File: config.mk
export PLATFORM = sky130hd
export DESIGN_NAME = lsi_back
export DESIGN_NICKNAME = d
export VERILOG_FILES = /design/src/sv/line_segment_intersect_2d_unit_macros.svh /design/src/sv/lsi_pkg.sv /design/src/sv/lsi_back.sv
export SDC_FILE = /design/constraint.sdc
export NUM_CORES = 2
export LEC_CHECK = 0
export BUFFER_PORTS_ARGS = -buffer_cell sky130_fd_sc_hd__buf_2
export CAP_MARGIN = 40
export CORE_MARGIN = 1.5
export CORE_UTILIZATION = 55
export DETAILED_ROUTE_END_ITERATION = 7
export GPL_TIMING_DRIVEN = 0
export PLACE_DENSITY = 0.8
export SLEW_MARGIN = 20
export SYNTH_ARGS = -nofsm -noshare
export SYNTH_HDL_FRONTEND = slang
export SYNTH_SLANG_ARGS = --single-unit
File: constraint.sdc
create_clock -name clk -period 13 [get_ports clk]
set_input_delay 2.6 -clock clk [delete_from_list [all_inputs] [get_ports clk]]
set_output_delay 2.6 -clock clk [all_outputs]
set_load 0.005 [all_outputs]
File: src/sv/line_segment_intersect_2d_unit_macros.svh
// ----------------------------------------------------------------------------
// line segment intersection unit: assertion macros
// implication checks on clk; the overlapping one is disabled during rst
// ----------------------------------------------------------------------------
`ifndef LINE_SEGMENT_INTERSECT_2D_UNIT_MACROS_SVH
`define LINE_SEGMENT_INTERSECT_2D_UNIT_MACROS_SVH
`ifndef NO_ASSERTIONS
`define LSI_ASSERT_IMP(name, ante, cons) \
  name: assert property (@(posedge clk) disable iff (rst) (ante) |-> (cons)) \
    else $error("lsi check failed");
`define LSI_ASSERT_NXT(name, ante, cons) \
  name: assert property (@(posedge clk) (ante) |=> (cons)) \
    else $error("lsi check failed");
`else
`define LSI_ASSERT_IMP(name, ante, cons)
`define LSI_ASSERT_NXT(name, ante, cons)
`endif
`endif

File: src/sv/lsi_pkg.sv
// ----------------------------------------------------------------------------
// lsi_pkg
// payload types, stage records and status codes of the intersection unit
// ----------------------------------------------------------------------------
package lsi_pkg;

  localparam int EpsWidth = 31;

  localparam logic [1:0] ST_PARALLEL = 2'd0;
  localparam logic [1:0] ST_INSIDE   = 2'd1;
  localparam logic [1:0] ST_OUTSIDE  = 2'd2;

  typedef struct packed {
    logic signed [15:0] a_x;
    logic signed [15:0] a_y;
    logic signed [15:0] a_dx;
    logic signed [15:0] a_dy;
    logic signed [15:0] b_x;
    logic signed [15:0] b_y;
    logic signed [15:0] b_dx;
    logic signed [15:0] b_dy;
  } lsi_in_t;

  typedef struct packed {
    logic [1:0]         status;
    logic signed [31:0] t_first;
    logic signed [31:0] t_second;
    logic signed [15:0] cross_x;
    logic signed [15:0] cross_y;
  } lsi_out_t;

  typedef struct packed {
    logic               par;
    logic               neg_t;
    logic               neg_u;
    logic [49:0]        dend_t;
    logic [49:0]        dend_u;
    logic [31:0]        dvsr;
    logic signed [15:0] a_x;
    logic signed [15:0] a_y;
    logic signed [15:0] a_dx;
    logic signed [15:0] a_dy;
  } lsi_req_t;

  typedef struct packed {
    logic               par;
    logic               neg_t;
    logic               neg_u;
    logic               ovf_t;
    logic               ovf_u;
    logic [31:0]        dvsr;
    logic [31:0]        rem_t;
    logic [31:0]        rem_u;
    logic [31:0]        q_t;
    logic [31:0]        q_u;
    logic [31:0]        lo_t;
    logic [31:0]        lo_u;
    logic signed [15:0] a_x;
    logic signed [15:0] a_y;
    logic signed [15:0] a_dx;
    logic signed [15:0] a_dy;
  } lsi_div_st_t;

endpackage

File: src/sv/lsi_back.sv
// ----------------------------------------------------------------------------
// lsi_back
// sign and saturation, segment test, point on first line, output register
// ----------------------------------------------------------------------------
module lsi_back (
  input  logic                 clk,
  input  logic                 rst,
  input  logic                 adv,
  input  logic                 in_valid,
  input  lsi_pkg::lsi_div_st_t res,
  output logic                 out_valid,
  output lsi_pkg::lsi_out_t    out_data
);
  import lsi_pkg::*;

  localparam logic signed [31:0] One = 32'sd65536;

  logic               v1, v2;
  logic               par1, par2;
  logic signed [31:0] t1, u1, t2, u2;
  logic [1:0]         st1, st2;
  logic signed [15:0] ax1, ay1, adx1, ady1, ax2, ay2;
  logic signed [47:0] px2, py2;

  logic signed [31:0] t_next, u_next;
  logic signed [48:0] sum_x, sum_y;
  lsi_out_t           out_next;

  function automatic logic signed [31:0] sat_q(logic neg, logic ovf, logic [31:0] q);
    logic signed [31:0] r;
    if (!neg) begin
      r = (ovf || q[31]) ? 32'sh7fff_ffff : signed'(q);
    end else begin
      r = (ovf || (q[31] && q[30:0] != '0)) ? 32'sh8000_0000 : signed'(-q);
    end
    return r;
  endfunction

  // floor of the sum without 16 fraction bits, clamped to 16 bits
  function automatic logic signed [15:0] sat_pt(logic signed [48:0] s);
    logic [32:0] fl;
    fl = s[48:16];
    if (fl[32:15] == {18{fl[15]}}) return signed'(fl[15:0]);
    return fl[32] ? 16'sh8000 : 16'sh7fff;
  endfunction

  always_comb begin
    t_next = sat_q(res.neg_t, res.ovf_t, res.q_t);
    u_next = sat_q(res.neg_u, res.ovf_u, res.q_u);
    sum_x  = {{17{ax2[15]}}, ax2, 16'b0} + 49'(px2);
    sum_y  = {{17{ay2[15]}}, ay2, 16'b0} + 49'(py2);
    if (par2) begin
      out_next = '0;
      out_next.status = ST_PARALLEL;
    end else begin
      out_next.status   = st2;
      out_next.t_first  = t2;
      out_next.t_second = u2;
      out_next.cross_x  = sat_pt(sum_x);
      out_next.cross_y  = sat_pt(sum_y);
    end
  end

  always_ff @(posedge clk) begin
    if (rst) begin
      v1        <= 1'b0;
      v2        <= 1'b0;
      out_valid <= 1'b0;
    end else if (adv) begin
      v1        <= in_valid;
      v2        <= v1;
      out_valid <= v2;
    end
    if (adv) begin
      par1 <= res.par;
      t1   <= t_next;
      u1   <= u_next;
      st1  <= (t_next >= 0 && t_next <= One && u_next >= 0 && u_next <= One) ?
              ST_INSIDE : ST_OUTSIDE;
      ax1  <= res.a_x;
      ay1  <= res.a_y;
      adx1 <= res.a_dx;
      ady1 <= res.a_dy;
      par2 <= par1;
      t2   <= t1;
      u2   <= u1;
      st2  <= st1;
      ax2  <= ax1;
      ay2  <= ay1;
      px2  <= 48'(t1) * 48'(adx1);
      py2  <= 48'(t1) * 48'(ady1);
      out_data <= out_next;
    end
  end

endmodule

==> metrics list <==
- Clock net sink count: 395
* Number of core rows: 113
- The worst setup path is launched from a flip-flop.
* Post-CTS setup buffer count: 0
- Buffer depth of the longest clock path: 3
- For this design the top-level I/O count stands at 396.
- The detailed router placed 39400 vias in this run.
- The tightest min-delay check is of the flip-flop to flip-flop type.
- Vias in the first global route: 41300
* Count of final setup violators: 0
* Actual transition at the worst max-transition pin: 992 ps
- The flow ran to the end, and the final reports show no timing, DRC or antenna violations.
* Standard cell area after detailed placement: 55500 sq um
* Chip Height: 312 microns
* Largest net degree at the start of global routing: about 110
- Library cell contributing the largest single delay on the critical path: sky130_fd_sc_hd__edfxtp_1
- The routed design could run at a clock period as short as 8430 ps.
* Clock tree from TritonCTS: yes
* Share of final-layout standard cells stronger than drive strength 1: roughly 6.2%
- Number of design-rule violations left by the first detailed-router iteration: 3533
- Hold path start: ay1[6]$_DFFE_PP_
* RSZ-0062 raised after global routing: false
- Reported max-cap violation count: 0
* Clock tree skew after final layout: approximately 56 ps
* Capturing element type of the critical path: flip-flop
* Worst Hold End: ay2[6]$_DFFE_PP_
* Reg2Reg Capture Point: py2[47]$_DFFE_PP_
- Avg Synthesized Cell Area: just under 10 sq um
- Adding up every negative setup slack in the final design gives 0 ps.
* Sequential area share after synthesis: 22.5%
- Post-Syn Nets: 6852
- Worst Path Max Fanout: 10
- The kind of cell with the highest combined delay along the critical path is adder cells.
* Worst Path Arrival: 8840 ps
- Timing would allow up to ~120 MHz.
- Dividing the detail-routed wire length by the instance count gives between 20 and 25 microns.
- For this design, the CTS-stage hold fixing added 0 buffers.
- Routed WL: 141 mm
* Hold-critical path depth: 0
* Clock Tree Root: sky130_fd_sc_hd__clkbuf_16
- The finished layout holds 6895 standard cells, fillers aside.
- Routed via count divided by cell count: 5.71
- In this run the cell area of the synthesized design comes to between 50000 and 60000 sq um.
- Port Buf Inserts: 233
- Post-detailed-placement half-perimeter wirelength: 115 mm
- For this run, the detailed router's first-pass iteration total came to 6.
* Number of nets with antenna violations after detailed routing: 0
- Worst EP required: 13400 ps
* Post-CTS clock slew at the launch and capture registers of the worst setup and hold paths: 70 ps
- Critical path, cell by cell: clkbuf_1, nand2_1, fa_1, fa_1, fa_1, fa_1, inv_1, fa_1, inv_1, fa_1, inv_1, ha_1, o21ai_0, nor2_1, nand2_1, o211ai_1, nand4b_1, a31oi_1, a21oi_1, o21ai_0, a311oi_1, o21bai_1, xnor2_1
- Antenna violations before repair: 11
* WS Path Type: flip-flop to flip-flop
* Ys async rst share: 0%
- The cell that appears most often on the critical path is sky130_fd_sc_hd__fa_1.
- For flop-to-flop paths, the worst setup slack is 4570 ps.
* Full die area: 97600 sq um
- Inserted Clock Buffers: 46
* Core Area: 94900 sq um
- Clock latency reported for the late side of the worst-skew pair: 670 ps
* Total count of hold-check failures in the final report: 0
- Number of nets in the finished design: around 7100
- After synthesis, the netlist uses 78 different library cells.
- Once placement completed, the tool counted placed cells totaling 6802.
* Share of the cycle needed by the critical path after routing: 64.9%
- # resized after CTS: 0
- Grt total ovfl: 0
* Cell area after layout: about 57000 sq um
* Number of enable-type register cells in the synthesized netlist: between 300 and 400
- Synthesized flop and latch total: 395
- Synth-to-layout area growth: 8.57%
- For this run, the number of Yosys warnings is 0.
* Fill cell total of the finished layout: 7829
* Remaining DRCs: 0
- The congestion estimate from routability-driven global placement came to 1.03.
- Die Span X: 312 microns
* Number of H-tree levels: 2
- Among all flip-flop cells after synthesis, the most frequent one is sky130_fd_sc_hd__edfxtp_1.
- Max_slew headroom: 33.8%
- The largest single stage delay on the critical path is slightly below 800 ps.
- Number of instances in the synthesized netlist: 5295
- The worst register-to-register path has a depth of 23.
- The max-slew violation count came to 0.
- The initial utilization of the core area, before any placement, comes to 55.5%.
* Wire length of the first global-routing pass: between 200 and 250 mm
- GRT Resource Usage Total: 30.0%
- The worst register-to-register path begins at t1[9]$_DFFE_PP_.
* Worst Path Buf+Inv: 4
[per-stage QoR]
| step | util (%) | setup WS (ps) | hold slack, ps |
|---|---|---|---|
| 6_report | 60.2 | 4570 | 418 |
| 5_1_grt | 60.2 | 4140 | 420 |
| 4_1_cts | 60.2 | 4710 | 416 |
| 3_5_place_dp | 58.6 | 4720 | 405 |
| 3_3_place_gp | 58.4 | 3430 | 402 |
| 2_1_floorplan | - | 6310 | 400 |
[logic make-up after synthesis]
group,synth area share [%]
buf+inv,9.86
xor+xnor,2.21
mux,0.254
fa+ha+maj,43.8
simple gates,14.8
flops,22.5
compound gates,6.55
[synth_stat cells (64+ instances only)]
cell type | number | area share [%]
sky130_fd_sc_hd__edfxtp_1 | 392 | 22
sky130_fd_sc_hd__nand2_1 | 683 | 4.9
sky130_fd_sc_hd__fa_1 | 972 | 37
sky130_fd_sc_hd__nor2b_1 | 88 | 1.0
sky130_fd_sc_hd__o21ai_0 | 98 | 0.93
sky130_fd_sc_hd__a21oi_1 | 127 | 1.2
sky130_fd_sc_hd__a21o_1 | 64 | 0.91
sky130_fd_sc_hd__ha_1 | 288 | 6.8
sky130_fd_sc_hd__nor2_1 | 178 | 1.3
sky130_fd_sc_hd__and2_1 | 408 | 4.8
sky130_fd_sc_hd__inv_1 | 1131 | 8.1
sky130_fd_sc_hd__clkbuf_1 | 246 | 1.8
sky130_fd_sc_hd__xnor2_1 | 85 | 1.4
[area by class of cell]
cell class                      count  area (sq um)  share of cell area (%)
Multi-Input combinational cell   3517         35600                    62.3
Clock buffer                       49          1160                    2.03
Inverter                         1133          4250                    7.44
Sequential cell                   395         11800                    20.7
Clock inverter                     36           402                   0.703
Antenna cell                        5          12.5                  0.0219
Timing Repair Buffer              245          1350                    2.37
Tap cell                         1265          1580                    2.77
Buffer                            250           940                    1.64
[layer usage]
layer	up-vias	GRT usage (%)	part of all wire, %
met5	-	0	0.050
met4	12	14.4	5.4
met3	501	8.78	12
met2	2074	47.4	46
met1	19800	38.2	36
li1	17000	-	-
[flip-flops by register name, summed over array words and instances (netlist names), 16 cells and up]
register  count
adx1         16
ady1         16
ax1          16
ax2          16
ay1          16
ay2          16
out_data     98
px2          32
py2          32
t1           32
t2           32
u1           32
u2           32
[how the worst max path moves through the flow]
stage / from / endpoint / slack [ps] / cells after the start
global placement: adv / out_data[16]$_SDFFCE_PP0P_ / 3430 / 1
CTS: t1[8]$_DFFE_PP_ / px2[38]$_DFFE_PP_ / 4710 / 22
detailed placement: t1[11]$_DFFE_PP_ / px2[38]$_DFFE_PP_ / 4720 / 22
global route: t1[1]$_DFFE_PP_ / px2[38]$_DFFE_PP_ / 4140 / 24
finish: t1[9]$_DFFE_PP_ / py2[47]$_DFFE_PP_ / 4570 / 23
floorplan: t1[1]$_DFFE_PP_ / px2[38]$_DFFE_PP_ / 6310 / 24
[cells in the final DEF (no fill, tap or decap), drive strengths merged, types with 17 or more instances in the layout]
cell    instances
nor2b          88
or3            17
a21oi         128
a31oi          22
nand3          33
o311ai         29
xnor2          85
o41ai          26
ha            288
clkinv         24
nand4          29
clkbuf        297
nor2          178
edfxtp        392
a21o           64
nor4           22
and2          408
nand2b         32
xor2           48
buf           247
nand2         683
nor3           52
inv          1136
o21ai          98
fa            972
Power is not shown: default switching activity piles up to over one toggle a cycle in this logic, so the estimate is an artifact.
